File: src/sv/cpps_pkg.sv
// Shared constants, types and tables for the closed path position sampler.
package cpps_pkg;

  localparam int MAX_POINTS   = 64;
  localparam int PT_W         = $clog2(MAX_POINTS);
  localparam int CNT_W        = $clog2(MAX_POINTS + 1);
  localparam int FRAC_BITS    = 16;
  localparam int CORDIC_STEPS = 24;

  localparam logic [30:0] LEN_MAX  = 31'h7FFF_FFFF;
  localparam logic [30:0] LOOP_MIN = 31'((64'd1 << FRAC_BITS) / 64'd10000);
  localparam logic [30:0] SEG_MIN  = 31'((64'd1 << FRAC_BITS) / 64'd1000000);
  localparam logic [63:0] TAN_MIN  = (64'd1 << (2 * FRAC_BITS)) / 64'd100000000;

  localparam logic signed [34:0] PI_Q30   = 35'sd3373259426;
  localparam logic signed [18:0] HEAD_MAX = 19'sd205887;

  typedef enum logic [1:0] {
    OP_MUL,
    OP_DIV,
    OP_SQRT,
    OP_ATAN
  } alu_op_e;

  typedef enum logic [2:0] {
    AS_IDLE,
    AS_DIV,
    AS_SQRT,
    AS_NORM,
    AS_ROT
  } alu_st_e;

  typedef struct packed {
    logic    start;
    alu_op_e op;
  } alu_req_t;

  typedef struct packed {
    logic done;
    logic rem_nz;
  } alu_rsp_t;

  typedef enum logic [4:0] {
    ST_IDLE,
    ST_RDA,
    ST_RDB,
    ST_DIF,
    ST_SQX,
    ST_SQY,
    ST_SQZ,
    ST_SQS,
    ST_SQW,
    ST_ACC,
    ST_MODW,
    ST_EMIT,
    ST_BS0,
    ST_BS1,
    ST_I1,
    ST_I2,
    ST_I3,
    ST_IM,
    ST_ID,
    ST_IW,
    ST_HX,
    ST_HZ,
    ST_HC,
    ST_HW,
    ST_OUT
  } st_e;

  // Arctangent of 2^-i in Q30, truncated.
  function automatic logic [29:0] atan_q30(input logic [4:0] i);
    logic [29:0] v;
    case (i)
      5'd0:    v = 30'h3243F6A8;
      5'd1:    v = 30'h1DAC6705;
      5'd2:    v = 30'h0FADBAFC;
      5'd3:    v = 30'h07F56EA6;
      5'd4:    v = 30'h03FEAB76;
      5'd5:    v = 30'h01FFD55B;
      5'd6:    v = 30'h00FFFAAA;
      5'd7:    v = 30'h007FFF55;
      5'd8:    v = 30'h003FFFEA;
      5'd9:    v = 30'h001FFFFD;
      5'd10:   v = 30'h000FFFFF;
      5'd11:   v = 30'h0007FFFF;
      5'd12:   v = 30'h0003FFFF;
      5'd13:   v = 30'h0001FFFF;
      5'd14:   v = 30'h0000FFFF;
      5'd15:   v = 30'h00007FFF;
      5'd16:   v = 30'h00003FFF;
      5'd17:   v = 30'h00001FFF;
      5'd18:   v = 30'h00000FFF;
      5'd19:   v = 30'h000007FF;
      5'd20:   v = 30'h000003FF;
      5'd21:   v = 30'h000001FF;
      5'd22:   v = 30'h000000FF;
      5'd23:   v = 30'h0000007F;
      default: v = 30'h0;
    endcase
    return v;
  endfunction

endpackage

File: src/sv/cpps_alu.sv
// Shared arithmetic unit: registered multiply, serial divide, serial root, serial CORDIC.
module cpps_alu
  import cpps_pkg::*;
(
  input  logic               clk_i,
  input  logic               rst_ni,
  input  alu_req_t           req_i,
  input  logic [63:0]        opa_i,
  input  logic signed [33:0] opb_i,
  output alu_rsp_t           rsp_o,
  output logic [63:0]        mul_o,
  output logic [63:0]        quo_o,
  output logic [30:0]        rem_o,
  output logic [32:0]        root_o,
  output logic signed [18:0] hd_o
);

  localparam logic signed [36:0] NORM_LIM = 37'sd2147483648;

  alu_st_e st_q, st_d;
  logic [5:0] cnt_q, cnt_d;
  logic done_q, done_d;

  logic [63:0] mul_q, mul_d;
  logic [63:0] quo_q, quo_d;
  logic [32:0] rem_q, rem_d;
  logic [30:0] div_q, div_d;
  logic [63:0] v_q, v_d, r_q, r_d, bit_q, bit_d;
  logic signed [36:0] x_q, x_d, y_q, y_d;
  logic signed [34:0] z_q, z_d;
  logic signed [18:0] hd_q, hd_d;

  logic [64:0] prod;
  logic [32:0] dv_t;
  logic dv_ge;
  logic [63:0] sq_rb;
  logic sq_ge;
  logic signed [36:0] sh_x, sh_y, ax, ay;
  logic signed [34:0] az, atv, hround;
  logic norm_small;

  always_comb begin
    st_d   = st_q;
    cnt_d  = cnt_q;
    done_d = 1'b0;
    mul_d  = mul_q;
    quo_d  = quo_q;
    rem_d  = rem_q;
    div_d  = div_q;
    v_d    = v_q;
    r_d    = r_q;
    bit_d  = bit_q;
    x_d    = x_q;
    y_d    = y_q;
    z_d    = z_q;
    hd_d   = hd_q;

    prod  = 65'(opa_i[32:0]) * 65'(opb_i[31:0]);
    dv_t  = {rem_q[31:0], quo_q[63]};
    dv_ge = dv_t >= {2'b00, div_q};
    sq_rb = r_q + bit_q;
    sq_ge = v_q >= sq_rb;
    sh_x  = x_q >>> cnt_q[4:0];
    sh_y  = y_q >>> cnt_q[4:0];
    atv   = $signed({5'b0, atan_q30(cnt_q[4:0])});
    if (y_q > 37'sd0) begin
      ax = x_q + sh_y;
      ay = y_q - sh_x;
      az = z_q + atv;
    end else begin
      ax = x_q - sh_y;
      ay = y_q + sh_x;
      az = z_q - atv;
    end
    hround = (az + 35'sd8192) >>> 14;
    norm_small = (x_q < NORM_LIM) && (x_q > -NORM_LIM) &&
                 (y_q < NORM_LIM) && (y_q > -NORM_LIM);

    unique case (st_q)
      AS_IDLE: begin
        if (req_i.start) begin
          unique case (req_i.op)
            OP_MUL: mul_d = prod[63:0];
            OP_DIV: begin
              rem_d = '0;
              quo_d = opa_i;
              div_d = opb_i[30:0];
              cnt_d = '0;
              st_d  = AS_DIV;
            end
            OP_SQRT: begin
              v_d   = opa_i;
              r_d   = '0;
              bit_d = 64'd1 << 62;
              cnt_d = '0;
              st_d  = AS_SQRT;
            end
            OP_ATAN: begin
              if (opb_i < 34'sd0) begin
                z_d = (opa_i[33] == 1'b0) ? PI_Q30 : -PI_Q30;
                x_d = -37'(opb_i);
                y_d = -37'($signed(opa_i[33:0]));
              end else begin
                z_d = '0;
                x_d = 37'(opb_i);
                y_d = 37'($signed(opa_i[33:0]));
              end
              st_d = AS_NORM;
            end
            default: st_d = AS_IDLE;
          endcase
        end
      end
      AS_DIV: begin
        rem_d = dv_ge ? dv_t - {2'b00, div_q} : dv_t;
        quo_d = {quo_q[62:0], dv_ge};
        cnt_d = cnt_q + 6'd1;
        if (cnt_q == 6'd63) begin
          done_d = 1'b1;
          st_d   = AS_IDLE;
        end
      end
      AS_SQRT: begin
        v_d   = sq_ge ? v_q - sq_rb : v_q;
        r_d   = sq_ge ? (r_q >> 1) + bit_q : r_q >> 1;
        bit_d = bit_q >> 2;
        cnt_d = cnt_q + 6'd1;
        if (cnt_q == 6'd31) begin
          done_d = 1'b1;
          st_d   = AS_IDLE;
        end
      end
      AS_NORM: begin
        // double both until one of them reaches 2^31
        if (norm_small) begin
          x_d = x_q <<< 1;
          y_d = y_q <<< 1;
        end else begin
          cnt_d = '0;
          st_d  = AS_ROT;
        end
      end
      AS_ROT: begin
        x_d   = ax;
        y_d   = ay;
        z_d   = az;
        cnt_d = cnt_q + 6'd1;
        if (cnt_q == 6'(CORDIC_STEPS - 1)) begin
          if (hround > 35'(HEAD_MAX)) begin
            hd_d = HEAD_MAX;
          end else if (hround < -35'(HEAD_MAX)) begin
            hd_d = -HEAD_MAX;
          end else begin
            hd_d = hround[18:0];
          end
          done_d = 1'b1;
          st_d   = AS_IDLE;
        end
      end
      default: st_d = AS_IDLE;
    endcase
  end

  always_ff @(posedge clk_i or negedge rst_ni) begin
    if (!rst_ni) begin
      st_q   <= AS_IDLE;
      cnt_q  <= '0;
      done_q <= 1'b0;
    end else begin
      st_q   <= st_d;
      cnt_q  <= cnt_d;
      done_q <= done_d;
    end
  end

  always_ff @(posedge clk_i) begin
    mul_q <= mul_d;
    quo_q <= quo_d;
    rem_q <= rem_d;
    div_q <= div_d;
    v_q   <= v_d;
    r_q   <= r_d;
    bit_q <= bit_d;
    x_q   <= x_d;
    y_q   <= y_d;
    z_q   <= z_d;
    hd_q  <= hd_d;
  end

  assign rsp_o.done   = done_q;
  assign rsp_o.rem_nz = (rem_q != '0);
  assign mul_o  = mul_q;
  assign quo_o  = quo_q;
  assign rem_o  = rem_q[30:0];
  assign root_o = r_q[32:0];
  assign hd_o   = hd_q;

endmodule

File: config.mk
export PLATFORM = sky130hd
export DESIGN_NAME = cpps_alu
export DESIGN_NICKNAME = d
export VERILOG_FILES = /design/src/sv/cpps_pkg.sv /design/src/sv/cpps_alu.sv
export SDC_FILE = /design/constraint.sdc
export NUM_CORES = 2
export LEC_CHECK = 0
export CORE_MARGIN = 1.5
export CORE_UTILIZATION = 35
export CTS_CLUSTER_DIAMETER = 150
export DETAILED_ROUTE_END_ITERATION = 10
export DONT_BUFFER_PORTS = 1
export PLACE_DENSITY = 0.6
export REMOVE_ABC_BUFFERS = 1
export SETUP_SLACK_MARGIN = 0.02
export SLEW_MARGIN = 40
export SYNTH_ARGS = -nofsm -noshare
export SYNTH_HDL_FRONTEND = slang
export SYNTH_SLANG_ARGS = --single-unit
File: constraint.sdc
create_clock -name clk_i -period 12.25 [get_ports clk_i]
set_input_delay 3.0625 -clock clk_i [delete_from_list [all_inputs] [get_ports clk_i]]
set_output_delay 3.0625 -clock clk_i [all_outputs]
set_load 0.03 [all_outputs]
Word level (Yosys, flattened, before mapping)
Memory sizes are Yosys's and may differ from the RTL's.
Cells that the tools add are included.
Operators by class
  muxes and demuxes: 52
  eq/ne operators: 22
  add/sub/neg operators: 14
  multiply operators: 1
  shifts and indexed selects: 2
  order comparisons: 10
  reductions and logical operators: 24
Operators with widths (count)
  64-bit two-way mux: 10
  64-bit one-hot mux with 2 select lines: 4
  37-bit two-way mux: 10
  37-bit one-hot mux with 3 select lines: 2
  35-bit two-way mux: 5
  33-bit two-way mux: 3
  37-bit adder: 2
  37-bit by 32-bit greater-than comparator with 1-bit output, second input constant: 2
  37-bit by 33-bit less-than comparator with 1-bit output, second input constant: 2
  34-bit negator with 37-bit output: 2
  37-bit by 5-bit >>> shifter with 37-bit output: 2
  37-bit subtractor: 2
  35-bit one-hot mux with 2 select lines: 1
  33-bit one-hot mux with 2 select lines: 1
  63-bit by 64-bit adder with 64-bit output: 1
  64-bit adder: 1
  64-bit >= comparator: 1
  33-bit by 32-bit multiplier with 64-bit output: 1
  64-bit subtractor: 1
  37-bit by 1-bit greater-than comparator with 1-bit output, second input constant: 1
  35-bit by 15-bit adder with 35-bit output, second input constant: 1
  35-bit by 31-bit adder with 35-bit output: 1
  35-bit by 31-bit subtractor with 35-bit output: 1
  34-bit by 1-bit less-than comparator with 1-bit output, second input constant: 1
  other kinds (35): 67
Storage, ports and cells
  register bits after elaboration: 522
  memory bits (read-only): 960
  output and inout port bits: 213
  memories: 1
Memories
  (no name shown): words 32, bits a word 30, rd ports 1, clocked after memory_dff 0, wr ports 0, line cpps_pkg.sv:74  | case (i)

Depth between registers and ports, before layout
  word-level depth: 6
  gate-level depth with buffers: 33

Worst setup path before layout
OpenSTA, ideal clock, no wires.
  kind: in2reg
  start point: input req_i[0] (netlist bit)
  end point: register v_q[0] (enable)
  setup slack: -1.302 ns
  data required time: 11.667 ns
  arrival: 12.969 ns
  stages: 5
  buffers on the path: 0
  library setup time: 0.583 ns
  cells stage by stage: inv_1 -> ha_1 -> nand2_1 -> a21oi_1 -> a21boi_0
On the way
  longest elaborated chain between the ends: 3
Ends and longest elaborated chain
  start: declaration: line cpps_alu.sv:7  | input alu_req_t req_i,
  2-bit equality test: line cpps_alu.sv:82  | unique case (req_i.op)
  2-bit by 1-bit != test with 1-bit output (no line)
  4-bit AND reduction (no line)
  end signal: assignment: line cpps_alu.sv:181  | v_q <= v_d;
  end: declaration: line cpps_alu.sv:28  | logic [63:0] v_q, v_d, r_q, r_d, bit_q, bit_d;
Every way passes these cells.
A chain may end at the register's enable or synchronous reset.

Final worst setup path
  start point: input opa_i[16]
  end point: register mul_q[56], in the netlist mul_o[56], data pin
On the way
  longest elaborated chain between the ends: 1
Ends and longest elaborated chain
  start: declaration: line cpps_alu.sv:8  | input logic [63:0] opa_i,
  33-bit by 32-bit multiplier with 64-bit output: line cpps_alu.sv:58  | prod = 65'(opa_i[32:0]) * 65'(opb_i[31:0]);
  net prod[56]: line cpps_alu.sv:33  | logic [64:0] prod;
  end signal: assignment: line cpps_alu.sv:177  | mul_q <= mul_d;
  end: declaration: line cpps_alu.sv:24  | logic [63:0] mul_q, mul_d;
The timed path passes the listed nets, and every way through them passes these cells.

==> key figures <==
CTS
  • Hold_buf cts: 0
  • CTS tree: done
  • Root buffer cell: clkbuf_16
  • # Post-CTS Setup Buffers: 0
  • CTS Buf Count: 70
  • Clk Latency, worst-skew pair: around 0.73 ns
  • CTS sink count: 490
  • H-Tree Depth: 3
  • Gates resized, CTS repair: 0
  • Worst-path clk slew: about 0.060 ns
  • Clock buffer depth: 3

Worst setup path
  • Setup crit start kind: input port
  • CP max FO: 37
  • R2R setup slack: about 3.7 ns
  • Worst Path Required: approximately 13 ns
  • Reg2Reg Depth: 27
  • Crit path capture: mul_o[56]$_DFFE_PP_
  • R2R Path Start: y_q[22]$_DFFE_PP_
  • CP Buf/Inv Count: 6
  • Slowest stage cell, crit path: or4b_2
  • Worst path depth: 29
  • Top cell by count, worst path: fa_1
  • Slowest Stage Delay on Critical Path: slightly above 0.6 ns
  • Crit path max-delay family: adder cells
  • Worst Setup SP: opa_i[16]
  • Kind of critical path: in2reg
  • CP endpoint kind: flip-flop
  • FF-to-FF End: hd_o[9]$_SDFFCE_PN0P_
  • CP arrival: about 11 ns

Placed design
  • I/O Buffers: 0
  • Final GP Congestion: roughly 0.93
  • Dpl cell area: around 0.080 mm²
  • Post-DP HPWL: ~180,000 µm

Detailed routing
  • Met2 wire len: ~110,000 µm
  • DR WL met3: approximately 18,000 µm
  • Post-DRT Antenna Nets: 0
  • Drt drc: 0
  • Wire length per cell: between 20 and 25 µm
  • Top layer in use: met5
  • Number of DRC markers in iteration 0: between 4,000 and 5,000
  • Total Wirelength: between 200,000 and 250,000 µm
  • Routed met1 length: just over 100,000 µm
  • Routed vias/inst: roughly 5.5
  • Vias after detailed routing: a little over 60,000
  • Drt first pass iters: 8

Die
  • Die area: 0.225 mm²
  • Chip height: between 400 and 500 µm
  • Total core area: between 0.2 and 0.25 mm²
  • Horiz. Die Dim: ~470 µm
  • FP Rows: roughly 170
  • Initial Utilization: 0.353
  • I/O pin count: between 300 and 400

Logic synthesis
  • Mean area per synthesized cell: around 9.0 µm²
  • Mapped cell area: between 0.07 and 0.08 mm²
  • Synth area leader: fa_1
  • Synth Warn #: 0
  • Synth top area share: 0.239
  • FF+latch count, synth: approximately 500
  • Gate Count Post-Synth: between 8,000 and 9,000
  • Number of enable flip-flop cells after synthesis: 480
  • Synth top area cells: fa_1 (24%), edfxtp_1 (19%), ha_1 (8.8%)
  • Synth unique cells: between 100 and 150
  • Async set-reset flop share out of synthesis: 0.0204
  • Most used DFF post-synth: edfxtp_1
  • Post-synthesis sequential area ratio: 0.189

STA
  • Count of final setup violators: 0
  • Min cycle time layout: between 10 and 15 ns
  • Max Freq: around 0.092 GHz
  • Endpoints failing hold: 0
  • Worst slew pin tran: between 0.8 and 0.9 ns
  • Final Slew Violations: 0
  • Max-slew headroom: 0.432
  • Period Utilization, post-route: 0.892
  • Skew final: between 0.04 and 0.05 ns
  • Unrepaired setup endpoints after global routing: no

Layout
  • Share of layout cells above drive strength 1: 0.0469
  • Final Cell Area: a little over 0.08 mm²
  • # fillers: between 20,000 and 25,000
  • Commonest non-fill, non-tap cell in the layout: nand2_1
  • Synth-to-Final Area Change: 5.48%
  • Final #Nets: 9,822
  • Most frequent cells in the layout: nand2_1 (1,229), inv_1 (1,082), fa_1 (930)

Status
  • Outcome: finished clean

Flow run
  • MaxCap Viol Count: 0

Global routing
  • Largest net degree at the start of global routing: just under 100
  • GRT Util Overall: 0.219
  • First-pass GRT wire length: around 380,000 µm
  • Number of global-route vias before repair: between 60,000 and 70,000
  • Initial antenna violation count: 17
  • GRT overflow: 0

Worst hold path
  • Hold Path Class: reg2reg
==> worst register-to-register path: cells and delay by family, from the launching register on <==
kind	cells	cell delay (ns)
DFF	1	0.57
adders and majority gates	2	0.58
AOI/OAI and AO/OA	7	1.65
xor gates and xnor gates	1	0.18
and+or+nand+nor	16	4.81
buffers and inverters	1	0.49
==> worst min path at each step <==
stage,startpoint,end,slack [ns],cells past startpoint
6_report,bit_q[14]$_SDFFCE_PN0P_,bit_q[12]$_SDFFCE_PN0P_,0.63,1
3_3_place_gp,cnt_q[5]$_DFFE_PN0P_,cnt_q[5]$_DFFE_PN0P_,0.61,1
3_5_place_dp,bit_q[14]$_SDFFCE_PN0P_,bit_q[12]$_SDFFCE_PN0P_,0.62,1
2_1_floorplan,cnt_q[5]$_DFFE_PN0P_,cnt_q[5]$_DFFE_PN0P_,0.55,1
4_1_cts,cnt_q[5]$_DFFE_PN0P_,cnt_q[5]$_DFFE_PN0P_,0.62,1
5_1_grt,bit_q[46]$_SDFFCE_PN0P_,bit_q[44]$_SDFFCE_PN0P_,0.65,1
==> kinds of logic (layout without fill, tap and decap cells) <==
group / count (synthesis) / after routing / synth area share
adders and majority gates: 1476 / 1476 / 0.327
other: 0 / 13 / 0
AOI/OAI and AO/OA: 1599 / 1599 / 0.131
buffers and inverters: 1641 / 1257 / 0.0832
and+or+nand+nor: 2783 / 2783 / 0.171
xor gates and xnor gates: 502 / 502 / 0.0565
DFF: 490 / 490 / 0.189
muxes: 188 / 188 / 0.0420
==> sequential cells by signal (all words and copies together), names as in the netlist <==
name,count
bit_q,32
cnt_q,6
div_q,31
done_q,1
hd_o,19
mul_o,64
quo_o,64
r_q,64
rem_q,33
st_q,3
v_q,64
x_q,37
y_q,37
z_q,35
==> per-stage QoR <==
| stage | hold slack (ns) | utilization | TNS [ns] | setup slack, ns | std cells |
|---|---|---|---|---|---|
| floorplan | 0.553 | - | -83.34 | -1.30 | 8127 |
| global placement | 0.613 | 0.361 | 0 | 0.724 | 11100 |
| detailed placement | 0.617 | 0.362 | 0 | 0.770 | 11100 |
| CTS | 0.622 | 0.372 | 0 | 1.51 | 11300 |
| global route | 0.653 | 0.372 | 0 | 1.16 | 11300 |
| finish | 0.627 | 0.372 | 0 | 1.33 | 11300 |
==> cell type report <==
cell class,instances,area (µm²),area share
Tap cell,2958,3700,0.0451
Clock buffer,77,1840,0.0224
Inverter,1089,4090,0.0499
Sequential cell,490,14700,0.179
Antenna cell,13,32.5,0.000396
Timing Repair Buffer,44,422,0.00514
Multi-Input combinational cell,6548,56800,0.692
Clock inverter,47,464,0.00566
==> cell usage after synthesis (all sizes together), types with 56 or more instances <==
cell type and count:
o21ai 482, mux2i 56, clkbuf 418, a211oi 68, nand3 84, edfxtp 480
a21o 154, nand2 1231, and3 73, o31ai 57, a21oi 332, o21a 59
buf 134, nor2 402, mux4 108, nand4 61, nand2b 61, nor3 89
fa 930, xnor2 278, xor2 224, a31oi 95, nor2b 71, ha 546
inv 1087, and2 542
==> metal layers <==
layer | vias to the layer above | global-route usage
li1 | 28100 | -
met1 | 31400 | 0.288
met2 | 2271 | 0.360
met3 | 403 | 0.0370
met4 | 2 | 0.0806
met5 | - | 0
Power is not shown: default switching activity piles up to over one toggle a cycle in this logic, so the estimate is an artifact.
